**src/sv/spm_pkg.sv**
```systemverilog
// ----------------------------------------------------------------------------
// spm_pkg
// Shared constants, types and codes for the Sv39 page-map block.
// ----------------------------------------------------------------------------
package spm_pkg;

    localparam int STORE_ADDR_BITS = 18;
    localparam int LEVELS          = 3;

    localparam int PA_W          = 56;
    localparam int VA_W          = 39;
    localparam int FLAGS_W       = 10;
    localparam int PTE_W         = 64;
    localparam int PAGE_SHIFT    = 12;
    localparam int VPN_BITS      = 9;
    localparam int PTE_PPN_SHIFT = 10;
    localparam int PPN_W         = PA_W - PAGE_SHIFT;
    localparam int WORD_W        = STORE_ADDR_BITS - 3;
    localparam int STORE_WORDS   = 1 << WORD_W;
    localparam int PAGE_WORD_W   = STORE_ADDR_BITS - PAGE_SHIFT;
    localparam int LVL_W         = (LEVELS > 2) ? $clog2(LEVELS) : 1;
    localparam int CNT_W         = 2;
    localparam int VA_EXT_W      = PAGE_SHIFT + VPN_BITS * LEVELS;
    localparam int CFG_IDX_W     = 2;

    localparam logic [PA_W-1:0] HEAP_LIMIT_RESET = PA_W'(262144);

    localparam logic [CFG_IDX_W-1:0] CFG_ROOT_TABLE = 2'd0;
    localparam logic [CFG_IDX_W-1:0] CFG_HEAP_START = 2'd1;
    localparam logic [CFG_IDX_W-1:0] CFG_HEAP_LIMIT = 2'd2;

    localparam logic STATUS_MAPPED = 1'b0;
    localparam logic STATUS_OOM    = 1'b1;

    typedef enum logic [2:0] {
        ST_CLEAR,
        ST_IDLE,
        ST_LOOKUP,
        ST_CHECK,
        ST_ZERO,
        ST_LINK,
        ST_DONE
    } state_t;

    typedef struct packed {
        logic [PA_W-1:0]  root;
        logic             ok;
        logic [PPN_W-1:0] page_num;
    } alloc_t;

    typedef struct packed {
        logic              we;
        logic [WORD_W-1:0] addr;
        logic [PTE_W-1:0]  data;
    } mem_wr_t;

endpackage

```
**src/sv/spm_if.sv**
```systemverilog
// ----------------------------------------------------------------------------
// spm_if
// Request and response channels of the page-map block.
// ----------------------------------------------------------------------------
interface spm_req_if;
    logic                        valid;
    logic                        ready;
    logic [spm_pkg::VA_W-1:0]    virt_addr;
    logic [spm_pkg::PA_W-1:0]    phys_addr;
    logic [spm_pkg::FLAGS_W-1:0] leaf_flags;

    modport source (output valid, virt_addr, phys_addr, leaf_flags, input ready);
    modport sink   (input valid, virt_addr, phys_addr, leaf_flags, output ready);
endinterface

interface spm_rsp_if;
    logic                      valid;
    logic                      ready;
    logic                      status;
    logic [spm_pkg::CNT_W-1:0] tables_allocated;
    logic [spm_pkg::PA_W-1:0]  leaf_entry_addr;

    modport source (output valid, status, tables_allocated, leaf_entry_addr, input ready);
    modport sink   (input valid, status, tables_allocated, leaf_entry_addr, output ready);
endinterface

```
**src/sv/spm_walker.sv**
```systemverilog
// ----------------------------------------------------------------------------
// spm_walker
// Table walk sequencer: clears the store, walks, links new pages, writes leaf.
// ----------------------------------------------------------------------------
module spm_walker (
    input  logic                          clk,
    input  logic                          rst_n,
    spm_req_if.sink                       req,
    spm_rsp_if.source                     rsp,
    input  spm_pkg::alloc_t               alloc,
    output logic                          take,
    output spm_pkg::mem_wr_t              wr,
    output logic [spm_pkg::WORD_W-1:0]    rd_addr,
    input  logic [spm_pkg::PTE_W-1:0]     rd_data
);

    spm_pkg::state_t state_reg, state_next;

    logic [spm_pkg::VA_W-1:0]        va_reg, va_next;
    logic [spm_pkg::PA_W-1:0]        pa_reg, pa_next;
    logic [spm_pkg::FLAGS_W-1:0]     flags_reg, flags_next;
    logic [spm_pkg::PA_W-1:0]        table_reg, table_next;
    logic [spm_pkg::LVL_W-1:0]       level_reg, level_next;
    logic [spm_pkg::CNT_W-1:0]       count_reg, count_next;
    logic [spm_pkg::PA_W-1:0]        entry_reg, entry_next;
    logic [spm_pkg::PPN_W-1:0]       page_reg, page_next;
    logic [spm_pkg::VPN_BITS-1:0]    zcnt_reg, zcnt_next;
    logic [spm_pkg::WORD_W-1:0]      ccnt_reg, ccnt_next;
    logic                            res_status_reg, res_status_next;
    logic [spm_pkg::PA_W-1:0]        res_addr_reg, res_addr_next;
    logic                            out_valid_reg, out_valid_next;
    logic                            out_status_reg, out_status_next;
    logic [spm_pkg::CNT_W-1:0]       out_count_reg, out_count_next;
    logic [spm_pkg::PA_W-1:0]        out_addr_reg, out_addr_next;

    logic [spm_pkg::VA_EXT_W-1:0]    va_ext;
    logic [spm_pkg::VPN_BITS-1:0]    vpn;
    logic [spm_pkg::PA_W-1:0]        entry_addr;

    assign va_ext     = spm_pkg::VA_EXT_W'(va_reg);
    assign vpn        = va_ext[spm_pkg::PAGE_SHIFT + spm_pkg::VPN_BITS * level_reg
                               +: spm_pkg::VPN_BITS];
    assign entry_addr = table_reg + spm_pkg::PA_W'({vpn, 3'b000});

    assign req.ready            = (state_reg == spm_pkg::ST_IDLE);
    assign rsp.valid            = out_valid_reg;
    assign rsp.status           = out_status_reg;
    assign rsp.tables_allocated = out_count_reg;
    assign rsp.leaf_entry_addr  = out_addr_reg;

    always_comb
    begin
        state_next      = state_reg;
        va_next         = va_reg;
        pa_next         = pa_reg;
        flags_next      = flags_reg;
        table_next      = table_reg;
        level_next      = level_reg;
        count_next      = count_reg;
        entry_next      = entry_reg;
        page_next       = page_reg;
        zcnt_next       = zcnt_reg;
        ccnt_next       = ccnt_reg;
        res_status_next = res_status_reg;
        res_addr_next   = res_addr_reg;
        out_valid_next  = out_valid_reg && !rsp.ready;
        out_status_next = out_status_reg;
        out_count_next  = out_count_reg;
        out_addr_next   = out_addr_reg;
        take            = 1'b0;
        wr.we           = 1'b0;
        wr.addr         = entry_addr[spm_pkg::STORE_ADDR_BITS-1:3];
        wr.data         = '0;
        rd_addr         = entry_addr[spm_pkg::STORE_ADDR_BITS-1:3];

        unique case (state_reg)
            spm_pkg::ST_CLEAR:
            begin
                wr.we     = 1'b1;
                wr.addr   = ccnt_reg;
                ccnt_next = ccnt_reg + 1'b1;
                if (ccnt_reg == {spm_pkg::WORD_W{1'b1}})
                begin
                    state_next = spm_pkg::ST_IDLE;
                end
            end
            spm_pkg::ST_IDLE:
            begin
                if (req.valid)
                begin
                    va_next    = req.virt_addr;
                    pa_next    = req.phys_addr;
                    flags_next = req.leaf_flags;
                    table_next = alloc.root;
                    level_next = spm_pkg::LVL_W'(spm_pkg::LEVELS - 1);
                    count_next = '0;
                    state_next = spm_pkg::ST_LOOKUP;
                end
            end
            spm_pkg::ST_LOOKUP:
            begin
                entry_next = entry_addr;
                if (level_reg == '0)
                begin
                    wr.we           = 1'b1;
                    wr.data         = {{(spm_pkg::PTE_W - spm_pkg::PPN_W
                                         - spm_pkg::PTE_PPN_SHIFT){1'b0}},
                                       pa_reg[spm_pkg::PA_W-1:spm_pkg::PAGE_SHIFT],
                                       flags_reg[spm_pkg::FLAGS_W-1:1], 1'b1};
                    res_status_next = spm_pkg::STATUS_MAPPED;
                    res_addr_next   = entry_addr;
                    state_next      = spm_pkg::ST_DONE;
                end
                else
                begin
                    state_next = spm_pkg::ST_CHECK;
                end
            end
            spm_pkg::ST_CHECK:
            begin
                if (rd_data[0])
                begin
                    table_next = {rd_data[spm_pkg::PTE_PPN_SHIFT+spm_pkg::PPN_W-1:
                                          spm_pkg::PTE_PPN_SHIFT],
                                  {spm_pkg::PAGE_SHIFT{1'b0}}};
                    level_next = level_reg - 1'b1;
                    state_next = spm_pkg::ST_LOOKUP;
                end
                else if (alloc.ok)
                begin
                    take       = 1'b1;
                    page_next  = alloc.page_num;
                    zcnt_next  = '0;
                    state_next = spm_pkg::ST_ZERO;
                end
                else
                begin
                    res_status_next = spm_pkg::STATUS_OOM;
                    res_addr_next   = '0;
                    state_next      = spm_pkg::ST_DONE;
                end
            end
            spm_pkg::ST_ZERO:
            begin
                wr.we     = 1'b1;
                wr.addr   = {page_reg[spm_pkg::PAGE_WORD_W-1:0], zcnt_reg};
                zcnt_next = zcnt_reg + 1'b1;
                if (zcnt_reg == {spm_pkg::VPN_BITS{1'b1}})
                begin
                    state_next = spm_pkg::ST_LINK;
                end
            end
            spm_pkg::ST_LINK:
            begin
                wr.we      = 1'b1;
                wr.addr    = entry_reg[spm_pkg::STORE_ADDR_BITS-1:3];
                wr.data    = {{(spm_pkg::PTE_W - spm_pkg::PPN_W
                                - spm_pkg::PTE_PPN_SHIFT){1'b0}},
                              page_reg, {(spm_pkg::PTE_PPN_SHIFT-1){1'b0}}, 1'b1};
                table_next = {page_reg, {spm_pkg::PAGE_SHIFT{1'b0}}};
                count_next = count_reg + 1'b1;
                level_next = level_reg - 1'b1;
                state_next = spm_pkg::ST_LOOKUP;
            end
            spm_pkg::ST_DONE:
            begin
                if (!out_valid_reg || rsp.ready)
                begin
                    out_valid_next  = 1'b1;
                    out_status_next = res_status_reg;
                    out_count_next  = count_reg;
                    out_addr_next   = res_addr_reg;
                    state_next      = spm_pkg::ST_IDLE;
                end
            end
            default:
            begin
                state_next = spm_pkg::ST_IDLE;
            end
        endcase
    end

    always_ff @(posedge clk or negedge rst_n)
    begin
        if (!rst_n)
        begin
            state_reg     <= spm_pkg::ST_CLEAR;
            ccnt_reg      <= '0;
            out_valid_reg <= 1'b0;
        end
        else
        begin
            state_reg     <= state_next;
            ccnt_reg      <= ccnt_next;
            out_valid_reg <= out_valid_next;
        end
    end

    always_ff @(posedge clk)
    begin
        va_reg         <= va_next;
        pa_reg         <= pa_next;
        flags_reg      <= flags_next;
        table_reg      <= table_next;
        level_reg      <= level_next;
        count_reg      <= count_next;
        entry_reg      <= entry_next;
        page_reg       <= page_next;
        zcnt_reg       <= zcnt_next;
        res_status_reg <= res_status_next;
        res_addr_reg   <= res_addr_next;
        out_status_reg <= out_status_next;
        out_count_reg  <= out_count_next;
        out_addr_reg   <= out_addr_next;
    end

endmodule

```
**src/flat_wrapper.sv**
```systemverilog
// flat-port wrapper written by rule: the top's interface ports become plain ports
module spm_walker_flat 
  (clk, rst_n, alloc, take, wr, rd_addr, rd_data, req_valid, req_virt_addr, req_phys_addr, req_leaf_flags, req_ready, rsp_valid, rsp_status, rsp_tables_allocated, rsp_leaf_entry_addr, rsp_ready);
  spm_req_if req_i ();
  spm_rsp_if rsp_i ();
  input  logic clk;
  input  logic rst_n;
  input  spm_pkg::alloc_t alloc;
  output logic take;
  output spm_pkg::mem_wr_t wr;
  output logic [spm_pkg::WORD_W-1:0] rd_addr;
  input  logic [spm_pkg::PTE_W-1:0] rd_data;
  input wire logic [$bits(req_i.valid)-1:0] req_valid;
  input wire logic [$bits(req_i.virt_addr)-1:0] req_virt_addr;
  input wire logic [$bits(req_i.phys_addr)-1:0] req_phys_addr;
  input wire logic [$bits(req_i.leaf_flags)-1:0] req_leaf_flags;
  output wire logic [$bits(req_i.ready)-1:0] req_ready;
  output wire logic [$bits(rsp_i.valid)-1:0] rsp_valid;
  output wire logic [$bits(rsp_i.status)-1:0] rsp_status;
  output wire logic [$bits(rsp_i.tables_allocated)-1:0] rsp_tables_allocated;
  output wire logic [$bits(rsp_i.leaf_entry_addr)-1:0] rsp_leaf_entry_addr;
  input wire logic [$bits(rsp_i.ready)-1:0] rsp_ready;
  assign req_i.valid = req_valid;
  assign req_i.virt_addr = req_virt_addr;
  assign req_i.phys_addr = req_phys_addr;
  assign req_i.leaf_flags = req_leaf_flags;
  assign req_ready = req_i.ready;
  assign rsp_valid = rsp_i.valid;
  assign rsp_status = rsp_i.status;
  assign rsp_tables_allocated = rsp_i.tables_allocated;
  assign rsp_leaf_entry_addr = rsp_i.leaf_entry_addr;
  assign rsp_i.ready = rsp_ready;
  spm_walker u_core (.clk(clk), .rst_n(rst_n), .req(req_i), .rsp(rsp_i), .alloc(alloc), .take(take), .wr(wr), .rd_addr(rd_addr), .rd_data(rd_data));
endmodule
```
**config.mk**
```make
export PLATFORM = sky130hd
export DESIGN_NAME = spm_walker_flat
export DESIGN_NICKNAME = d
export VERILOG_FILES = /design/src/sv/spm_pkg.sv /design/src/sv/spm_if.sv /design/src/sv/spm_walker.sv /design/src/flat_wrapper.sv
export SDC_FILE = /design/constraint.sdc
export NUM_CORES = 1
export LEC_CHECK = 0
export BUFFER_PORTS_ARGS = -buffer_cell sky130_fd_sc_hd__buf_2
export CAP_MARGIN = 20
export CORE_UTILIZATION = 24
export DETAILED_ROUTE_END_ITERATION = 6
export GPL_TIMING_DRIVEN = 0
export SLEW_MARGIN = 20
export SYNTH_ARGS = -nofsm -noshare
export SYNTH_HDL_FRONTEND = slang
export SYNTH_SLANG_ARGS = --single-unit
```
**constraint.sdc**
```tcl
create_clock -name clk -period 13.2 [get_ports clk]
set_input_delay 1.32 -clock clk [delete_from_list [all_inputs] [get_ports clk]]
set_output_delay 1.32 -clock clk [all_outputs]
set_load 0.01 [all_outputs]
```
* After elaboration in Yosys (flattened, before gate mapping)
Index checks and enable logic that the tools add are counted.
** Cells by class
- Add/sub/neg operators :: 6
- Multiply operators :: 1
- Eq/ne operators :: 17
- Shifts and indexed selects :: 1
- Mux-type cells :: 37
- Bitwise gates (word level) :: 1
- Reductions and logical operators :: 19
** Operator list (number)
- 56-bit 2-to-1 mux :: 5
- 56-bit case mux with 3 select lines :: 1
- 56-bit case mux with 2 select lines :: 1
- 54-bit case mux with 2 select lines :: 1
- 56-bit by 12-bit adder with 56-bit output :: 1
- 54-bit 2-to-1 mux :: 1
- 15-bit case mux with 3 select lines :: 1
- 39-bit by 33-bit indexed part select with 9-bit output :: 1
- 3-bit case mux with 7 select lines :: 1
- 3-bit 2-to-1 mux :: 6
- 9-bit 2-to-1 mux :: 2
- 9-bit case mux with 2 select lines :: 1
- 15-bit by 1-bit adder with 15-bit output (second input constant) :: 1
- 15-bit == test (second input constant) :: 1
- 2-bit != test (second input constant) :: 5
- 9-bit by 1-bit adder with 9-bit output (second input constant) :: 1
- 3-bit == test (second input constant) :: 3
- 9-bit == test (second input constant) :: 1
- 1-bit 2-to-1 mux :: 9
- 3-bit AND reduction :: 3
- 2-bit 2-to-1 mux :: 4
- 2-bit by 1-bit != test with 1-bit output (second input constant) :: 4
- 4-bit AND reduction :: 2
- 4-bit by 6-bit adder with 7-bit output (first input constant) :: 1
- other kinds (18) :: 25
** Word-level totals
- Flip-flop bits (word level) :: 371
- Bits of input ports :: 274
- Output and inout port bits :: 157
- Word-level logic and storage cells :: 99

* Depth between registers and ports, before layout
- Word-level depth :: 6
- Gate-level depth with buffers :: 13
- Mapped depth without buffers :: 12

* Worst setup path after synthesis
No wires, ideal clock.
- Kind :: input port to output port
- Start :: input port rd_data[0] (netlist bit)
- End :: output port take
- Data arrival time :: 3449 ps
- Required time :: 11880 ps
- Path slack :: 8431 ps
- Cell stages on the path :: 2
- Buffers on the path :: 0
- Cell sequence :: nand2b_1 > nor2_1
** Between the ends
- Cells in the longest elaborated chain, start to end :: 2
** RTL lines
- start, declared :: line flat_wrapper.sv:12 : input logic [spm_pkg::PTE_W-1:0] rd_data;
- 1-bit 2-to-1 mux :: line spm_walker.sv:121 : if (rd_data[0])
- 1-bit 2-to-1 mux :: line spm_walker.sv:76 : unique case (state_reg)
- end, declared :: line flat_wrapper.sv:9 : output logic take;
Every way passes these cells.

* Final worst setup path
- Start :: register u_core.level_reg[1] (netlist bit)
- End :: output port rd_addr[9] (netlist bit)
** Between the ends
- Cells in the longest elaborated chain, start to end :: 4
** RTL lines
- start, declared :: line spm_walker.sv:23 : logic [spm_pkg::LVL_W-1:0] level_reg, level_next;
- start signal, assigned :: line spm_walker.sv:205 : level_reg <= level_next;
- 4-bit by 2-bit multiplier with 6-bit output :: line spm_walker.sv:41 : assign vpn = va_ext[spm_pkg::PAGE_SHIFT + spm_pkg::VPN_BITS * level_reg
- 4-bit by 6-bit adder with 7-bit output :: line spm_walker.sv:41
- 39-bit by 33-bit indexed part select with 9-bit output :: line spm_walker.sv:41
- 56-bit by 12-bit adder with 56-bit output :: line spm_walker.sv:43 : assign entry_addr = table_reg + spm_pkg::PA_W'({vpn, 3'b000});
- end, declared :: line flat_wrapper.sv:11 : output logic [spm_pkg::WORD_W-1:0] rd_addr;
Every way passes these cells.

==> out/qor.txt <==
Synthesized area -> 14800 µm²
Clock Sinks -> 343
Met1 global-route usage -> 20.7%
RSZ-0062 raised after global routing -> false
Status -> finished, final reports clean
CP Class -> flop to primary output
IO buf count -> 376
H-Tree Depth -> 2
Filler cells -> 6090
Worst-path clk slew -> 60 ps
CTS Buf Count -> 40
Max FO, Critical Path -> 10
Yosys top cell area share -> 65.6%
WL per Instance -> 21.3 µm
Most frequent cells in the layout -> 376 x buf_2, 324 x edfxtp_1, 139 x nand2_1
Final Hold Fails -> 0
Final worst-path cycle share -> 50.1%
Highest achievable clock rate -> 151 MHz
Drt drc -> 0
Setup bufs post-CTS -> 0
Clock latency on the worst-skew pair -> 550 ps
Place WS -> 7220 ps
Min-Delay Path Class -> flop to flop
Synth async-reset ratio -> 5.54%
Initial antenna violation count -> 4
Largest net degree at the start of global routing -> 57
Initial core utilization -> 24.4%
Distinct cell type count after synthesis -> 61
Leak Pwr -> 0.00751 µW
Die width -> 251 µm
Post-Synthesis Cells -> 1114
First-pass GRT wire length -> 72.2 mm
PD cells -> 220 nW/µm²
Row cnt -> 90
Crit path max-delay family -> buffers and inverters
Clk buf depth -> 3
Die height -> 251 µm
Endpoints failing setup -> 0
ANT nets after route -> 0
Post-CTS resize count -> 0
DP Wirelength -> 39.5 mm
Synth Flop Type -> edfxtp_1
Post-synth EDFFs -> 324
Avg Synthesized Cell Area -> 13.3 µm²
First-pass DRT Iterations -> 6
Most common cell after layout, fill and taps aside -> buf_2
Worst hold slack -> 408 ps
Slew Limit Fails -> 0
Worst-Margin Slew -> 1110 ps
Clock period minus worst slack -> 6610 ps
Root Buffer -> clkbuf_16
Vias in the first global route -> 11000
Layout Nets -> 1840
GR Util met3 -> 2.97%
Synth top area cells -> edfxtp_1 66%, nand2_1 3.5%, dfrtp_1 3.2%
Bufs and invs on worst path -> 5
GP Congestion -> 0.902
Setup_tns -> 0 ps
Synth-to-layout area growth -> 29.4%
Layout cells sized above 1 -> 31.2%
Critical path cell sequence -> clkbuf_1, mux2i_1, o21ai_0, ha_1, a21o_1, and4_1, o21ai_1, clkbuf_1, nand2_1, xnor2_1, inv_1, buf_4, buf_2
#FFs+latches synth -> 343
# Max-Cap Violations -> 0
Gr usage total -> 15.7%
GRT busiest layer -> met2
Synth warn -> 0
Crit end category -> primary output
Met2 Track Usage GR -> 26.0%
CTS tree -> yes
First-iteration detailed-routing DRC count -> 904
Worst clock skew -> 15.7 ps
Crit-path slowest cell -> o21ai_1
Worst EP required -> 11880 ps
CP Launch Type -> flop
Worst path max stage delay -> 680 ps
Die area -> 62800 µm²
Multi-input gate area -> 4190 µm²
Largest area contributor in the netlist -> edfxtp_1
Peak supply drop -> 0.000112 V
Overflow after GRT -> 0
Final WL -> 50.2 mm
Core Footprint -> 60700 µm²
Sequential Area -> 10200 µm²
Critical path arrival -> 5290 ps
Critical Path Most Common Cell -> clkbuf_1
Avg Vias per Cell -> 4.56
Ports -> 431
Post-cts hold buffer count -> 0
Slew margin rel. -> 25.9%
Setup ws final -> 6590 ps
Register area share after synthesis -> 68.8%
Via count -> 10800
-- power by group --
group	leakage, µW	internal (µW)	switching [µW]	total [µW]
registers	0.00323	1560	125	1690
logic	0.00369	520	982	1500
clock network	0.000590	590	445	1040
-- kinds of logic (layout without fill, tap and decap cells) --
logic type	after synthesis	after routing	share of synthesized area, %
other	1	11	0.0253
muxes	26	26	1.80
and+or+nand+nor	362	362	11.5
DFF	343	343	68.8
xor gates and xnor gates	60	60	3.54
adders and majority gates	14	14	1.23
buffers and inverters	110	566	3.42
AOI/OAI and AO/OA	198	198	9.62
-- Yosys cell counts, drive strengths merged (6+ instances only) --
master   instances
a2111oi          7
a211oi           8
a21oi           29
a221oi           7
a22o            45
a22oi           46
and2            17
and3            24
buf             29
clkbuf          49
dfrtp           19
edfxtp         324
ha              13
inv             31
mux2i           21
nand2          139
nand2b           7
nand3           22
nand4           14
nor2            91
nor3            15
nor4             6
o21ai           29
or3              8
xnor2           46
xor2            14
-- metrics by stage --
stage | instances | utilization, % | power, µW | cell area, µm²
final | 2362 | 31.6 | 4230 | 19200
after global placement | 2281 | 29.2 | 3180 | 17700
after global routing | 2362 | 31.6 | 4450 | 19200
after floorplan | 1123 | - | 2540 | 14900
after detailed placement | 2292 | 29.6 | 3230 | 18000
after CTS | 2361 | 31.6 | 4280 | 19200
-- worst reg2reg max path: stages, from the launching register on --
cell and delay (ps):
edfxtp_1 340, clkbuf_1 650, mux2i_1 160, o21ai_0 400, ha_1 320, a21o_1 170
and4_1 230, o21ai_1 680, clkbuf_1 460, nand2_1 230, xnor2_1 610, inv_1 180
-- worst paths after layout --
| path | startpoint | cells after the start | to | slack (ps) |
|---|---|---|---|---|
| hold / removal | u_core.res_addr_reg[21]$_SDFFCE_PP0P_ | 0 | u_core.rsp.leaf_entry_addr[21]$_DFFE_PP_ | 410 |
| setup / recovery | u_core.level_reg[1]$_SDFFCE_PP1P_ | 13 | rd_addr[9] | 6590 |
| hold reg to reg | u_core.res_addr_reg[21]$_SDFFCE_PP0P_ | 0 | u_core.rsp.leaf_entry_addr[21]$_DFFE_PP_ | 410 |
| max in group asynchronous | rst_n | 1 | u_core.ccnt_reg[10]$_DFFE_PN0N_ | 12130 |
| setup reg to reg | u_core.level_reg[1]$_SDFFCE_PP1P_ | 11 | u_core.entry_reg[12]$_DFFE_PP_ | 8480 |
| min in group asynchronous | rst_n | 1 | u_core.rsp.valid$_DFF_PN0_ | 720 |
-- layer usage --
layer | vias to the layer above | part of all wire [%] | routed length (µm)
met5 | - | 0.018 | 9
met4 | 2 | 2.6 | 1290
met3 | 83 | 5.7 | 2860
met2 | 440 | 48 | 24000
met1 | 5246 | 44 | 22100
li1 | 4996 | - | -
-- cell type report --
| cell class | count | share of cell area (%) |
|---|---|---|
| antenna | 1 | 0.0130 |
| tap | 782 | 5.10 |
| clock inverter | 21 | 0.795 |
| sequential | 343 | 53.2 |
| multi-input combinational | 670 | 21.9 |
| clock buffer | 48 | 5.48 |
| timing repair buffer | 387 | 11.0 |
| buffer | 78 | 2.01 |
| inverter | 32 | 0.626 |
Power figures use the tool's default switching activity.
