$ cat src/sv/spm_pkg.sv
// ----------------------------------------------------------------------------
// spm_pkg
// Shared constants, types and codes for the Sv39 page-map block.
// ----------------------------------------------------------------------------
package spm_pkg;

    localparam int STORE_ADDR_BITS = 18;
    localparam int LEVELS          = 3;

    localparam int PA_W          = 56;
    localparam int VA_W          = 39;
    localparam int FLAGS_W       = 10;
    localparam int PTE_W         = 64;
    localparam int PAGE_SHIFT    = 12;
    localparam int VPN_BITS      = 9;
    localparam int PTE_PPN_SHIFT = 10;
    localparam int PPN_W         = PA_W - PAGE_SHIFT;
    localparam int WORD_W        = STORE_ADDR_BITS - 3;
    localparam int STORE_WORDS   = 1 << WORD_W;
    localparam int PAGE_WORD_W   = STORE_ADDR_BITS - PAGE_SHIFT;
    localparam int LVL_W         = (LEVELS > 2) ? $clog2(LEVELS) : 1;
    localparam int CNT_W         = 2;
    localparam int VA_EXT_W      = PAGE_SHIFT + VPN_BITS * LEVELS;
    localparam int CFG_IDX_W     = 2;

    localparam logic [PA_W-1:0] HEAP_LIMIT_RESET = PA_W'(262144);

    localparam logic [CFG_IDX_W-1:0] CFG_ROOT_TABLE = 2'd0;
    localparam logic [CFG_IDX_W-1:0] CFG_HEAP_START = 2'd1;
    localparam logic [CFG_IDX_W-1:0] CFG_HEAP_LIMIT = 2'd2;

    localparam logic STATUS_MAPPED = 1'b0;
    localparam logic STATUS_OOM    = 1'b1;

    typedef enum logic [2:0] {
        ST_CLEAR,
        ST_IDLE,
        ST_LOOKUP,
        ST_CHECK,
        ST_ZERO,
        ST_LINK,
        ST_DONE
    } state_t;

    typedef struct packed {
        logic [PA_W-1:0]  root;
        logic             ok;
        logic [PPN_W-1:0] page_num;
    } alloc_t;

    typedef struct packed {
        logic              we;
        logic [WORD_W-1:0] addr;
        logic [PTE_W-1:0]  data;
    } mem_wr_t;

endpackage

$ cat src/sv/spm_alloc.sv
// ----------------------------------------------------------------------------
// spm_alloc
// Configuration registers and page-aligned bump allocator for table pages.
// ----------------------------------------------------------------------------
module spm_alloc (
    input  logic                            clk,
    input  logic                            rst_n,
    input  logic                            cfg_we,
    input  logic [spm_pkg::CFG_IDX_W-1:0]   cfg_index,
    input  logic [spm_pkg::PA_W-1:0]        cfg_data,
    input  logic                            take,
    output spm_pkg::alloc_t                 alloc
);

    logic [spm_pkg::PA_W-1:0]  root_reg;
    logic [spm_pkg::PA_W-1:0]  limit_reg;
    logic [spm_pkg::PA_W-1:0]  ptr_reg;
    logic [spm_pkg::PA_W-1:0]  ptr_next;
    logic [spm_pkg::PPN_W:0]   start_num;
    logic [spm_pkg::PPN_W+1:0] end_num;

    // round up to the next page, then one page on
    always_comb
    begin
        start_num = (spm_pkg::PPN_W+1)'(ptr_reg[spm_pkg::PA_W-1:spm_pkg::PAGE_SHIFT])
                  + (spm_pkg::PPN_W+1)'(ptr_reg[spm_pkg::PAGE_SHIFT-1:0] != '0);
        end_num   = (spm_pkg::PPN_W+2)'(start_num) + (spm_pkg::PPN_W+2)'(1);
        ptr_next  = {end_num[spm_pkg::PPN_W-1:0], {spm_pkg::PAGE_SHIFT{1'b0}}};
        alloc.root     = root_reg;
        alloc.ok       = end_num <= (spm_pkg::PPN_W+2)'(
                             limit_reg[spm_pkg::PA_W-1:spm_pkg::PAGE_SHIFT]);
        alloc.page_num = start_num[spm_pkg::PPN_W-1:0];
    end

    always_ff @(posedge clk or negedge rst_n)
    begin
        if (!rst_n)
        begin
            root_reg  <= '0;
            limit_reg <= spm_pkg::HEAP_LIMIT_RESET;
            ptr_reg   <= '0;
        end
        else if (cfg_we)
        begin
            unique case (cfg_index)
                spm_pkg::CFG_ROOT_TABLE: root_reg  <= cfg_data;
                spm_pkg::CFG_HEAP_START: ptr_reg   <= cfg_data;
                spm_pkg::CFG_HEAP_LIMIT: limit_reg <= cfg_data;
                default: ;
            endcase
        end
        else if (take)
        begin
            ptr_reg <= ptr_next;
        end
    end

endmodule

$ cat config.mk
export PLATFORM = sky130hd
export DESIGN_NAME = spm_alloc
export DESIGN_NICKNAME = d
export VERILOG_FILES = /design/src/sv/spm_pkg.sv /design/src/sv/spm_alloc.sv
export SDC_FILE = /design/constraint.sdc
export NUM_CORES = 1
export LEC_CHECK = 0
export BUFFER_PORTS_ARGS = -buffer_cell sky130_fd_sc_hd__buf_4
export CAP_MARGIN = 20
export CORE_ASPECT_RATIO = 1.4
export CORE_MARGIN = 5
export CORE_UTILIZATION = 57
export CTS_CLUSTER_DIAMETER = 60
export DETAILED_ROUTE_END_ITERATION = 16
export PLACE_DENSITY = 0.81
export REMOVE_ABC_BUFFERS = 1
export SLEW_MARGIN = 20
export SYNTH_ARGS = -nofsm -noshare
export SYNTH_HDL_FRONTEND = slang
export SYNTH_SLANG_ARGS = --single-unit
$ cat constraint.sdc
create_clock -name clk -period 7.25 [get_ports clk]
set_input_delay 0.725 -clock clk [delete_from_list [all_inputs] [get_ports clk]]
set_output_delay 0.725 -clock clk [all_outputs]
set_load 0.03 [all_outputs]
---- After elaboration in Yosys (flattened, before gate mapping) ----
Index checks and enable logic that the tools add are counted.
storage, ports and cells
  register bits after elaboration ......... 168
  input bits .............................. 62
  output and inout bits ................... 101
  word-level logic and storage cells ...... 18
operators by class
  magnitude comparators ................... 1
  $add $sub $neg .......................... 2
  reduce and logical (&&, ||, !) cells .... 6
  equal/unequal tests ..................... 3
  muxes and demuxes ....................... 3
operators by type and width
  cell                     number
  $mux W56                 3
  $add A45 B1 Y46 const B  1
  $le A46 B44 Y1           1
  $add A44 B1 Y45          1
  $reduce_bool A12 Y1      1
  $reduce_and A2 Y1        3
  $eq A2 B1 Y1 const B     1
  $eq A2 B2 Y1 const B     1
  $logic_not A2 Y1         1
  $ne A2 B1 Y1 const B     1
  $reduce_bool A2 Y1       1

---- Logic depth before layout (Yosys ltp) ----
Gate-level depths: netlist of run 1.
  depth after elaboration ................. 5
  mapped depth ............................ 27
  gate-level depth less buffers ........... 24

---- Worst setup path before layout of run 1 ----
No wires, ideal clock.
  kind .................................... register -> output
  from .................................... reg ptr_reg[2] in the netlist's numbering
  to ...................................... out alloc[44] in the netlist's numbering
  data required time ...................... 6.525 ns
  slack ................................... 0.442 ns
  cell stages (with the launch flop) ...... 28
  path buffers ............................ 3
  arrival time ............................ 6.083 ns
  cells stage by stage .................... dfrtp_1 nor4_1 nand3_1 ha_1 ha_1 buf_2 inv_1 or4_4 buf_2 nor3_1 xor2_1 nand3_1 or4_1 buf_4 nand2b_4 nor4_2 xnor2_1 ha_1 a21o_1 a21o_1 a21o_1 a21o_1 a21o_1 a211oi_1 o311a_1 a21oi_1 a31o_2 a21oi_1
RTL lines
  element                 RTL line         source
  start, declared         spm_alloc.sv:17  logic [spm_pkg::PA_W-1:0] ptr_reg;
  start signal, assigned  spm_alloc.sv:47  spm_pkg::CFG_HEAP_START: ptr_reg <= cfg_data;
  start signal, assigned  spm_alloc.sv:54  ptr_reg <= ptr_next;
  end, declared           spm_alloc.sv:12  output spm_pkg::alloc_t alloc

==> results of run 1 <==
==> worst max path at each step <==
stage | start | end | slack, ns
floorplan | ptr_reg[2] | alloc[44] | 0.47
global placement | ptr_reg[7] | alloc[44] | 0.36
detailed placement | ptr_reg[5] | alloc[44] | 0.23
CTS | ptr_reg[2] | alloc[44] | 0.02
global route | ptr_reg[2] | alloc[44] | 0.002
finish | ptr_reg[2] | alloc[44] | 0.23
==> power breakdown <==
group	leakage (nW)	switching, mW	internal (mW)
clock network	0.302	0.431	0.499
logic	3.26	0.839	0.591
registers	1.85	0.169	1.03
==> through the flow <==
step | power (mW) | util, %
floorplan | 2.11 | -
global placement | 2.58 | 65.9
detailed placement | 2.60 | 65.9
CTS | 3.55 | 69.6
global route | 3.76 | 70.5
finish | 3.56 | 70.5
==> Yosys cell counts (all sizes together) (3+ instances only) <==
master,instances
a211oi,4
a21o,13
a21oi,34
a2bb2oi,3
a31oi,16
and2,9
and3,13
and4,7
buf,17
clkbuf,33
dfrtp,155
ha,47
inv,80
mux2,101
mux2i,6
nand2,116
nand2b,7
nand3,57
nand4,19
nand4b,3
nor2,58
nor2b,6
nor3,23
nor4,19
o21a,6
o21ai,19
o22a,3
o22ai,4
or2,3
or3,5
or4,8
xnor2,53
xor2,25
==> layer usage <==
| metal | wire length, um | global-route usage [%] | up-vias |
|---|---|---|---|
| li1 | - | - | 3816 |
| met1 | 10300 | 31.9 | 3964 |
| met2 | 13800 | 48.3 | 267 |
| met3 | 1350 | 4.37 | 63 |
| met4 | 790 | 11.5 | 0 |
| met5 | 0 | 0 | - |
==> worst max-delay path: stages, from the launching register on <==
cell	delay [ns]
sky130_fd_sc_hd__dfrtp_1	0.39
sky130_fd_sc_hd__nor4_1	0.35
sky130_fd_sc_hd__nand3_1	0.19
sky130_fd_sc_hd__ha_4	0.24
sky130_fd_sc_hd__ha_4	0.20
sky130_fd_sc_hd__inv_1	0.14
sky130_fd_sc_hd__or4_4	0.26
sky130_fd_sc_hd__nor3_1	0.12
sky130_fd_sc_hd__a221o_1	0.41
sky130_fd_sc_hd__or4b_1	0.64
sky130_fd_sc_hd__or2_4	0.32
sky130_fd_sc_hd__nor3_2	0.20
sky130_fd_sc_hd__nand3_1	0.13
sky130_fd_sc_hd__xnor2_1	0.16
sky130_fd_sc_hd__ha_1	0.19
sky130_fd_sc_hd__a21o_1	0.15
sky130_fd_sc_hd__a21o_1	0.17
sky130_fd_sc_hd__a21o_1	0.17
sky130_fd_sc_hd__a21o_1	0.18
sky130_fd_sc_hd__a21o_1	0.18
sky130_fd_sc_hd__a211oi_1	0.17
sky130_fd_sc_hd__o311a_1	0.20
sky130_fd_sc_hd__a21oi_1	0.07
sky130_fd_sc_hd__a31o_2	0.22
sky130_fd_sc_hd__a21oi_1	0.20
sky130_fd_sc_hd__buf_4	0.20
==> what timing repair did <==
item / in CTS / in global routing
resized for setup: 3 / 13
setup endpoints to repair: 1 / 1
pin swaps: 0 / 4
setup buffers: 0 / 8
==> cell families after synthesis <==
logic type	Yosys count	synth area share, %
fa+ha+maj	47	6.07
flops	156	40.3
xor+xnor	78	7.21
mux	107	12.4
compound gates	126	8.60
buf+inv	130	5.44
simple gates	362	20.0
==> layout make-up <==
| type | count | area (um2) |
|---|---|---|
| repair buffers | 182 | 1370 |
| well taps | 203 | 254 |
| fillers | 1295 | 4940 |
| clock buffers | 17 | 425 |
| multi-input cells | 720 | 5360 |
| flip-flops and latches | 156 | 3910 |
| inverters | 80 | 300 |
| clock inverters | 15 | 190 |
==> flow_summary.rst, run 1 <==
.. list-table::
   :header-rows: 1

   * - Metric
     - Value
   * - Run status
     - complete, no violations
   * - CTS Sinks
     - 156
   * - Worst reg2reg endpoint
     - ptr_reg[54]
   * - Sequential-to-total area share from yosys stat
     - 40.3%
   * - Antenna cells
     - 0
   * - Antenna violations before repair
     - 0
   * - Floorplan row count
     - 56
   * - Total Die Area
     - 19700 um2
   * - Number of pins with negative max-slew slack in the final report
     - 0
   * - Total wire length after detailed routing
     - 26200 um
   * - Area of the mapped netlist
     - 9680 um2
   * - Wire length of the first global-routing pass
     - 42300 um
   * - Final global-route overflow total
     - 0
   * - Final Hold Fails
     - 0
   * - CTS tree
     - done
   * - P&R area growth vs syn
     - 21.9%
   * - Starting density of the core
     - 57.8%
   * - Library cell used as clock root buffer
     - sky130_fd_sc_hd__clkbuf_16
   * - Portion of synthesized cell area occupied by the leading cell type
     - 40.1%
   * - Total core area
     - 16700 um2
   * - Clk buf depth
     - 2
   * - Via count of the first global-routing pass
     - 8381
   * - Leak Pwr
     - 5.41 nW
   * - Top-level port count
     - 163
   * - Worst slew pin tran
     - 1.08 ns
   * - Unrepaired setup endpoints after global routing
     - false
   * - Commonest non-fill, non-tap cells in the layout
     - sky130_fd_sc_hd__buf_4, sky130_fd_sc_hd__dfrtp_1, sky130_fd_sc_hd__nand2_1, sky130_fd_sc_hd__mux2_2, sky130_fd_sc_hd__inv_1
   * - Die Span X
     - 120 um
   * - Final HPWL from detailed placement
     - 19100 um
   * - Drc violations
     - 0
   * - Syn avg cell area
     - 9.62 um2
   * - Share of flip-flops with an asynchronous set or reset
     - 100%
   * - Worst relative slew slack
     - 27.5%
   * - Areal power density over the cells
     - 302 nW/um2
   * - Number of DRC markers after the initial detailed-route iteration
     - 569
   * - Total of max-cap violations
     - 0
   * - Cts hold-fix bufs
     - 0
   * - Worst slack after detailed placement
     - 0.230 ns
   * - IR Drop Worst-Case VDD
     - 0.207 mV
   * - Portion of the clock cycle consumed by the worst path in the final layout
     - 96.9%
   * - Worst hold path type
     - in2async
   * - Syn. warnings
     - 0
   * - Number of synthesized flops with an enable pin
     - 0
   * - Pin count of the biggest net entering global routing
     - 84
   * - Maximum fanout count along the critical path
     - 12
   * - H-tree depth reported by CTS
     - 4
   * - Achievable clock frequency
     - 142 MHz
   * - Number of buffers added on ports
     - 162
   * - FF+latch count, synth
     - 156
   * - Combined global-route utilization of all metal layers
     - 27.0%
   * - Shortest period the worst path allows
     - 7.02 ns
   * - Post-route setup TNS
     - 0 ns
   * - Top FF cell, synth
     - sky130_fd_sc_hd__dfrtp_1
   * - Post-place instance area
     - 11000 um2
   * - Number of standard cells in the layout, taps in and fillers out
     - 1373
   * - Worst clock skew
     - 0.0113 ns
   * - Reg2reg start
     - ptr_reg[2]
   * - Cts bufs inserted
     - 17
   * - Library cells used by synthesis
     - 82
   * - Fin worst setup slack
     - 0.227 ns
   * - Drt via density
     - 5.91
   * - Vias
     - 8110
   * - Type of element capturing the critical path
     - primary output
   * - Routability cong.
     - 0.927
   * - Antenna-violating nets left
     - 0
   * - Number of cells after detailed placement
     - 1333
   * - Clk slew on worst S/H paths
     - 0.08 ns
   * - Most common library cell in the layout ignoring fill and taps
     - sky130_fd_sc_hd__buf_4
   * - Final standard cell area without fillers
     - 11800 um2
   * - Start-to-end type of the worst setup path
     - reg2out
   * - Share of cells above drive strength 1
     - 30.6%
   * - Leading post-synthesis cells by cell area
     - sky130_fd_sc_hd__dfrtp_1, sky130_fd_sc_hd__mux2_2, sky130_fd_sc_hd__ha_1
   * - CP Launch Type
     - flop
   * - Mapped Cells
     - 1006
   * - Arrival time of the worst setup path
     - 6.30 ns
   * - Top cell type by total area after synthesis
     - sky130_fd_sc_hd__dfrtp_1
   * - Final worst hold slack
     - 0.296 ns
   * - Endpoints failing setup
     - 0
   * - Length of the first detailed-routing pass in iterations
     - 7
   * - Die height
     - 164 um
   * - Depth of the worst register-to-register path
     - 13
   * - Final Net Count
     - 1266
   * - Worst path required time
     - 6.52 ns
   * - Minimum setup slack among reg-to-reg paths
     - 3.13 ns
   * - Wire length per cell after detailed routing
     - 19.1 um
   * - Worst-Skew Late Latency
     - 0.44 ns
Power figures use the tool's default switching activity.
==> run 2, diff against run 1 <==
--- a/config.mk
+++ b/config.mk
@@ -13,6 +13,7 @@
 export CTS_CLUSTER_DIAMETER = 60
 export DETAILED_ROUTE_END_ITERATION = 16
 export PLACE_DENSITY = 0.81
+export RECOVER_POWER = 100
 export REMOVE_ABC_BUFFERS = 1
 export SLEW_MARGIN = 20
 export SYNTH_ARGS = -nofsm -noshare
==> flow_summary.rst, run 2 (synthesized netlist as in run 1, its figures left out) <==
.. list-table::
   :header-rows: 1

   * - Metric
     - Value
   * - Run status
     - finished with violations
   * - Violated checks
     - capacitance limit, slew limit
   * - Worst slack after detailed placement
     - 0.230 ns (unchanged)
   * - Antenna-violating nets left
     - 0 (unchanged)
   * - Total core area
     - 16700 um2 (unchanged)
   * - Number of cells after detailed placement
     - 1333 (unchanged)
   * - Switching power share of the total
     - 41.3% (+0.93 points)
   * - Fin worst setup slack
     - 0.237 ns (+0.0102 ns)
   * - Areal power density over the cells
     - 304 nW/um2 (+0.86%)
   * - Grt met3 use
     - 4.37% (unchanged)
   * - Worst hold path type
     - in2reg
   * - Fill cells
     - 1392 (+7.5%)
   * - Met2 track demand over resource in global routing
     - 48.3% (unchanged)
   * - Antenna violations before repair
     - 0 (unchanged)
   * - Top-level port count
     - 163 (unchanged)
   * - IR Drop Worst-Case VDD
     - 0.194 mV (-6.1%)
   * - Commonest non-fill, non-tap cells in the layout
     - sky130_fd_sc_hd__dfrtp_1, sky130_fd_sc_hd__nand2_1, sky130_fd_sc_hd__mux2_2, sky130_fd_sc_hd__clkbuf_1, sky130_fd_sc_hd__buf_4
   * - Seq pwr share
     - 34.5% (+0.8 points)
   * - Pin count of the biggest net entering global routing
     - 84 (unchanged)
   * - Number of DRC markers after the initial detailed-route iteration
     - 542 (-4.7%)
   * - Unrepaired setup endpoints after global routing
     - false
   * - Floorplan row count
     - 56 (unchanged)
   * - Number of pins with negative max-slew slack in the final report
     - 327 (+327)
   * - Share of the core filled with cells in the final layout
     - 68.1% (-2.4 points)
   * - Leak Pwr
     - 5.06 nW (-6.5%)
   * - Vias
     - 8148 (+0.47%)
   * - Wire length per cell after detailed routing
     - 19.0 um (-0.39%)
   * - Series of cell instances along the critical path
     - nor4_1 > nand3_1 > ha_4 > nand4_4 > or4_4 > or4_4 > xnor2_4 > nand3_1 > or4_4 > nand2b_4 > nor4_2 > xnor2_1 > ha_1 > a21o_1 > a21o_1 > a21o_1 > a21o_1 > a21o_1 > a211oi_1 > o311a_1 > a21oi_1 > a31o_2 > a21oi_1 > buf_4
   * - Clk buf depth
     - 2 (unchanged)
   * - CP Launch Type
     - flop
   * - Drc violations
     - 0 (unchanged)
   * - CTS tree
     - done
   * - Area of the multi-input gates
     - 5330 um2 (-0.61%)
   * - Arrival time of the worst setup path
     - 6.29 ns (about the same)
   * - Combined global-route utilization of all metal layers
     - 27.0% (unchanged)
   * - Wire length of the first global-routing pass
     - 42300 um (unchanged)
   * - Final HPWL from detailed placement
     - 19100 um (unchanged)
   * - Number of standard cells in the layout, taps in and fillers out
     - 1373 (unchanged)
   * - Crit path max-delay family
     - simple AND/OR/NAND/NOR gates
   * - Total wire length after detailed routing
     - 26100 um (-0.39%)
   * - Most common library cell in the layout ignoring fill and taps
     - sky130_fd_sc_hd__dfrtp_1
   * - Shortest period the worst path allows
     - 7.01 ns (-0.0102 ns)
   * - Global-route layer with the greatest usage
     - met2
   * - Antenna cells
     - 0 (unchanged)
   * - Slowest stage cell, crit path
     - sky130_fd_sc_hd__or4_4
   * - Worst-Skew Late Latency
     - 0.44 ns (about the same)
   * - Cell internal pwr
     - 2.04 mW (-4.0%)
   * - Die Span X
     - 120 um (unchanged)
   * - Switching Power
     - 1.44 mW (-0.26%)
   * - Library cell used as clock root buffer
     - sky130_fd_sc_hd__clkbuf_16
   * - Count of cells along the worst hold path
     - 3
   * - Start-to-end type of the worst setup path
     - reg2out
   * - Cts hold-fix bufs
     - 0 (unchanged)
   * - Minimum setup slack among reg-to-reg paths
     - 3.07 ns (-0.06 ns)
   * - Number of buffers added on ports
     - 162 (unchanged)
   * - Cts bufs inserted
     - 17 (unchanged)
   * - GRT met1 Usage
     - 31.9% (unchanged)
   * - Worst clock skew
     - 0.0115 ns (+0.000249 ns)
   * - Final Net Count
     - 1266 (unchanged)
   * - Routability cong.
     - 0.927 (unchanged)
   * - Total of max-cap violations
     - 7 (+7)
   * - Achievable clock frequency
     - 143 MHz (+0.15%)
   * - Endpoints failing setup
     - 0 (unchanged)
   * - Final Hold Fails
     - 0 (unchanged)
   * - Worst reg2reg endpoint
     - ptr_reg[54]
   * - Min-Delay Startpoint
     - cfg_data[3]
   * - Depth of the worst register-to-register path
     - 14 (+1)
   * - Share of cells above drive strength 1
     - 22.0% (-8.6 points)
   * - Sequential cell area
     - 3910 um2 (unchanged)
   * - Total Die Area
     - 19700 um2 (unchanged)
   * - Die height
     - 164 um (unchanged)
   * - H-tree depth reported by CTS
     - 4 (unchanged)
   * - Final global-route overflow total
     - 0 (unchanged)
   * - CTS Sinks
     - 156 (unchanged)
   * - Reg2reg start
     - ptr_reg[2]
   * - Portion of the clock cycle consumed by the worst path in the final layout
     - 96.7% (-0.14 points)
   * - P&R area growth vs syn
     - 17.9%
   * - Largest stage delay on the critical path
     - 0.63 ns (about the same)
   * - Drt via density
     - 5.93 (+0.47%)
   * - Worst Hold End
     - ptr_reg[3]
   * - Gate power share
     - 38.6% (-1.5 points)
   * - Via count of the first global-routing pass
     - 8381 (unchanged)
   * - Starting density of the core
     - 57.8% (unchanged)
   * - Clk slew on worst S/H paths
     - 0.08 ns (about the same)
   * - Worst slew pin tran
     - 3.87 ns (+2.79 ns)
   * - Worst path required time
     - 6.52 ns (about the same)
   * - Type of element capturing the critical path
     - primary output
   * - Clock group share of total power
     - 26.8% (+0.7 points)
   * - Worst relative slew slack
     - -158% (-190 points)
   * - Crit path depth
     - 24 (-4.0%)
   * - Length of the first detailed-routing pass in iterations
     - 5 (-2)
   * - Bufs and invs on worst path
     - 1 (-1)
   * - Maximum fanout count along the critical path
     - 7 (-5)
   * - Post-route setup TNS
     - 0 ns (unchanged)
   * - Top cell by count, worst path
     - sky130_fd_sc_hd__a21o_1
## run 2: changes by cell type in the layout (fill, tap and decap cells not counted), moves of 2 or more
cell	delta
sky130_fd_sc_hd__buf_6	-2
sky130_fd_sc_hd__nor4_1	+2
sky130_fd_sc_hd__nor4_2	-2
sky130_fd_sc_hd__buf_4	-93
sky130_fd_sc_hd__clkbuf_1	+94
## run 2: layer usage
layer	routed length [um]	part of all wire, %
met1	10300	39
met2	13700	53
met3	1290	5.0
met4	803	3.1
met5	0	0
## run 2: metrics by stage
stage / cell area (um2) / hold WS, ns / total power, mW
CTS: 11700 / 0.316 / 3.55
floorplan: 9450 / 0.429 / 2.11
global route: 11400 / 0.482 / 3.67
global placement: 11000 / 0.485 / 2.58
finish: 11400 / 0.475 / 3.47
detailed placement: 11000 / 0.486 / 2.60
## run 2: power by group through the flow
stage          sequential [mW]  clock, mW  combinational, mW
2_1_floorplan             1.29          0              0.821
3_3_place_gp              1.20          0               1.38
3_5_place_dp              1.21          0               1.40
4_1_cts                   1.19      0.942               1.41
5_1_grt                   1.22      0.978               1.47
6_report                  1.20      0.932               1.34
## run 2: how the worst max path moves through the flow
stage,slack (ns),to,start
global route,0.004,alloc[44],ptr_reg[2]
floorplan,0.47,alloc[44],ptr_reg[2]
global placement,0.36,alloc[44],ptr_reg[7]
detailed placement,0.23,alloc[44],ptr_reg[5]
CTS,0.02,alloc[44],ptr_reg[2]
finish,0.24,alloc[44],ptr_reg[2]
## run 2: final cells by class
class | count | area share [%]
timing repair buffer | 182 | 8.84
clock buffer | 17 | 3.73
clock inverter | 15 | 1.67
multi-input combinational | 720 | 46.7
inverter | 80 | 2.63
tap | 203 | 2.23
sequential | 156 | 34.2
## run 2: what timing repair did
action / in CTS / in global routing
endpoints found under the hold margin: 0 / 0
buffers inserted: 0 / 8
setup endpoints to repair: 1 / 1
pin swaps: 0 / 4
gates resized for setup: 3 / 13
## run 2: worst min-delay path, cell delays in order
cell	delay, ns
sky130_fd_sc_hd__buf_4	0.08
sky130_fd_sc_hd__nand2_1	0.04
sky130_fd_sc_hd__nand2_1	0.04
==> run 3, diff against run 2 <==
==> constraint.sdc (replaced) <==
create_clock -name clk -period 7.25 [get_ports clk]
set_input_delay 0.3625 -clock clk [delete_from_list [all_inputs] [get_ports clk]]
set_output_delay 0.3625 -clock clk [all_outputs]
set_load 0.03 [all_outputs]
==> flow_summary.rst, run 3 (synthesized netlist as in run 1, its figures left out) <==
.. list-table::
   :header-rows: 1

   * - Metric
     - Value
   * - Min-Delay Startpoint
     - cfg_data[3]
   * - Maximum fanout count along the critical path
     - 11 (+4)
   * - Cell internal pwr
     - 2.00 mW (-1.8%)
   * - Number of DRC markers after the initial detailed-route iteration
     - 510 (-5.9%)
   * - Clk slew on worst S/H paths
     - 0.08 ns (about the same)
   * - Start-to-end type of the worst setup path
     - reg2out
   * - Violated checks
     - capacitance limit, slew limit
   * - Depth of the worst register-to-register path
     - 13 (-1)
   * - Leak Pwr
     - 5.01 nW (-0.98%)
   * - CTS tree
     - done
   * - Number of pins with negative max-slew slack in the final report
     - 268 (-18%)
   * - Achievable clock frequency
     - 146 MHz (+2.2%)
   * - Power after layout
     - 3.45 mW (-0.69%)
   * - Antenna violations before repair
     - 0 (unchanged)
   * - Most common library cell in the layout ignoring fill and taps
     - sky130_fd_sc_hd__dfrtp_1
   * - Crit path max-delay family
     - simple AND/OR/NAND/NOR gates
   * - Number of cells after detailed placement
     - 1330 (-0.23%)
   * - Slowest stage cell, crit path
     - sky130_fd_sc_hd__or4_4
   * - Top cell by count, worst path
     - sky130_fd_sc_hd__a21o_1
   * - Final HPWL from detailed placement
     - 19200 um (+0.29%)
   * - Length of the first detailed-routing pass in iterations
     - 5 (unchanged)
   * - Wire length per cell after detailed routing
     - 19.1 um (+0.61%)
   * - Series of cell instances along the critical path
     - nor4_2 > nand3_1 > ha_2 > nand4_2 > or4_4 > or4_4 > xnor2_2 > nand3_1 > or4_4 > nand2b_4 > nor4_2 > xnor2_1 > ha_1 > a21o_1 > a21o_1 > a21o_1 > a21o_1 > a21o_1 > a211oi_1 > o311a_1 > a21oi_1 > a31o_2 > a21oi_1 > buf_4
   * - Area of the multi-input gates
     - 5300 um2 (-0.54%)
   * - P&R area growth vs syn
     - 16.8%
   * - Drt via density
     - 5.95 (+0.31%)
   * - Pin count of the biggest net entering global routing
     - 100 (+19%)
   * - Fill cells
     - 1383 (-0.65%)
   * - Drc violations
     - 0 (unchanged)
   * - Via count of the first global-routing pass
     - 8344 (-0.44%)
   * - Post-route setup TNS
     - 0 ns (unchanged)
   * - IR Drop Worst-Case VDD
     - 0.227 mV (+17%)
   * - Worst hold path type
     - in2reg
   * - Wire length of the first global-routing pass
     - 42300 um (about the same)
   * - Portion of the clock cycle consumed by the worst path in the final layout
     - 94.6% (-2.1 points)
   * - Die Span X
     - 120 um (unchanged)
   * - Final global-route overflow total
     - 0 (unchanged)
   * - Cts hold-fix bufs
     - 0 (unchanged)
   * - H-tree depth reported by CTS
     - 4 (unchanged)
   * - Share of cells above drive strength 1
     - 21.1% (-0.86 points)
   * - Floorplan row count
     - 56 (unchanged)
   * - Gate power share
     - 38.7% (about the same)
   * - Total core area
     - 16700 um2 (unchanged)
   * - Unrepaired setup endpoints after global routing
     - false
   * - Run status
     - finished with violations
   * - Total Die Area
     - 19700 um2 (unchanged)
   * - Starting density of the core
     - 57.8% (unchanged)
   * - Cts bufs inserted
     - 17 (unchanged)
   * - Worst Hold End
     - ptr_reg[3]
   * - Total wire length after detailed routing
     - 26100 um (about the same)
   * - Final Net Count
     - 1257 (-0.71%)
   * - Areal power density over the cells
     - 305 nW/um2 (+0.19%)
   * - Worst-Skew Late Latency
     - 0.44 ns (about the same)
   * - Arrival time of the worst setup path
     - 6.50 ns (+0.21 ns)
   * - Final Hold Fails
     - 0 (unchanged)
   * - Worst reg2reg endpoint
     - ptr_reg[52]
   * - Minimum setup slack among reg-to-reg paths
     - 2.98 ns (-0.09 ns)
   * - Number of standard cells in the layout, taps in and fillers out
     - 1364 (-0.66%)
   * - Reg2reg start
     - ptr_reg[4]
   * - Switching power share of the total
     - 42.0% (+0.63 points)
   * - Clk buf depth
     - 2 (unchanged)
   * - Type of element capturing the critical path
     - primary output
   * - Worst clock skew
     - 0.0113 ns (-0.000239 ns)
   * - Largest stage delay on the critical path
     - 0.66 ns (+0.03 ns)
   * - Bufs and invs on worst path
     - 1 (unchanged)
   * - Library cell used as clock root buffer
     - sky130_fd_sc_hd__clkbuf_16
   * - Die height
     - 164 um (unchanged)
   * - CTS Sinks
     - 156 (unchanged)
   * - Routability cong.
     - 0.940 (+1.4%)
   * - Antenna-violating nets left
     - 0 (unchanged)
   * - Antenna cells
     - 0 (unchanged)
   * - Count of cells along the worst hold path
     - 3 (unchanged)
   * - Total of max-cap violations
     - 6 (-1)
   * - CP Launch Type
     - flop
   * - Top-level port count
     - 163 (unchanged)
   * - Worst slew pin tran
     - 5.24 ns (+1.37 ns)
   * - Switching Power
     - 1.45 mW (+0.82%)
   * - Shortest period the worst path allows
     - 6.86 ns (-0.152 ns)
   * - Final worst hold slack
     - 0.119 ns (-0.356 ns)
   * - Share of the core filled with cells in the final layout
     - 67.5% (-0.60 points)
   * - Commonest non-fill, non-tap cells in the layout
     - sky130_fd_sc_hd__dfrtp_1, sky130_fd_sc_hd__nand2_1, sky130_fd_sc_hd__mux2_2, sky130_fd_sc_hd__clkbuf_1, sky130_fd_sc_hd__inv_1
   * - Clock group share of total power
     - 26.7% (about the same)
   * - Worst path required time
     - 6.89 ns (+0.37 ns)
   * - Seq pwr share
     - 34.7% (+0.2 points)
   * - Combined global-route utilization of all metal layers
     - 26.9% (-0.057 points)
   * - Endpoints failing setup
     - 0 (unchanged)
   * - Number of buffers added on ports
     - 162 (unchanged)
   * - Worst relative slew slack
     - -249% (-91 points)
   * - Vias
     - 8120 (-0.34%)
   * - Sequential cell area
     - 3910 um2 (unchanged)
[run 3: cell count changes in the layout (fill, tap and decap cells not counted), moves of 2 or more]
cell | before | now
sky130_fd_sc_hd__clkbuf_1 | 94 | 96
sky130_fd_sc_hd__nor4_2 | 3 | 5
sky130_fd_sc_hd__nor4_1 | 14 | 12
sky130_fd_sc_hd__buf_4 | 86 | 76
sky130_fd_sc_hd__clkinv_8 | 3 | 6
[run 3: cell type report]
class	instances	area share [%]
inverters	80	2.66
well taps	203	2.25
clock inverters	15	1.69
multi-input cells	720	46.8
clock buffers	17	3.76
flip-flops and latches	156	34.5
repair buffers	173	8.28
[run 3: stage by stage]
step           cell area [um2]  setup slack, ns
6_report                 11300            0.389
5_1_grt                  11300           0.0128
4_1_cts                  11600           0.0666
3_5_place_dp             11000            0.573
3_3_place_gp             11000            0.741
2_1_floorplan             9450            0.829
[run 3: how the worst max path moves through the flow]
| stage | from | to | slack [ns] | depth (start not counted) |
|---|---|---|---|---|
| 2_1_floorplan | ptr_reg[2] | alloc[44] | 0.83 | 24 |
| 3_3_place_gp | ptr_reg[7] | alloc[44] | 0.74 | 25 |
| 3_5_place_dp | ptr_reg[1] | alloc[44] | 0.57 | 25 |
| 4_1_cts | ptr_reg[1] | alloc[44] | 0.07 | 25 |
| 5_1_grt | ptr_reg[0] | alloc[44] | 0.01 | 24 |
| 6_report | ptr_reg[4] | alloc[44] | 0.39 | 24 |
[run 3: per-layer routing]
metal / track usage (%) / vias to the layer above / part of all wire, %
met5: 0 / - / 0
met4: 10.8 / 0 / 3.0
met3: 4.34 / 66 / 5.3
met2: 48.6 / 284 / 53
met1: 31.8 / 3954 / 39
li1: - / 3816 / -
[run 3: power groups by stage]
stage	Combinational, mW	Sequential, mW	Clock [mW]
finish	1.33	1.20	0.920
global route	1.46	1.22	0.969
CTS	1.41	1.19	0.935
detailed placement	1.40	1.21	0
global placement	1.38	1.20	0
floorplan	0.821	1.29	0
[run 3: timing repair]
item,CTS,global route
resized for setup,0,10
setup endpoints to repair,0,1
buffers inserted,0,1
[run 3: worst register-to-register path, stage by stage (launching register included)]
cell and delay (ns):
sky130_fd_sc_hd__dfrtp_1 0.38, sky130_fd_sc_hd__nor4_2 0.06, sky130_fd_sc_hd__nand3_1 0.08, sky130_fd_sc_hd__ha_2 0.28
sky130_fd_sc_hd__nand4_2 0.21, sky130_fd_sc_hd__or4_4 0.66, sky130_fd_sc_hd__nor4_4 0.47, sky130_fd_sc_hd__xnor2_1 0.31
sky130_fd_sc_hd__o211ai_2 0.26, sky130_fd_sc_hd__or4_4 0.62, sky130_fd_sc_hd__nor3_4 0.36, sky130_fd_sc_hd__nor4b_1 0.13
sky130_fd_sc_hd__a21oi_1 0.26, sky130_fd_sc_hd__nand2_1 0.07
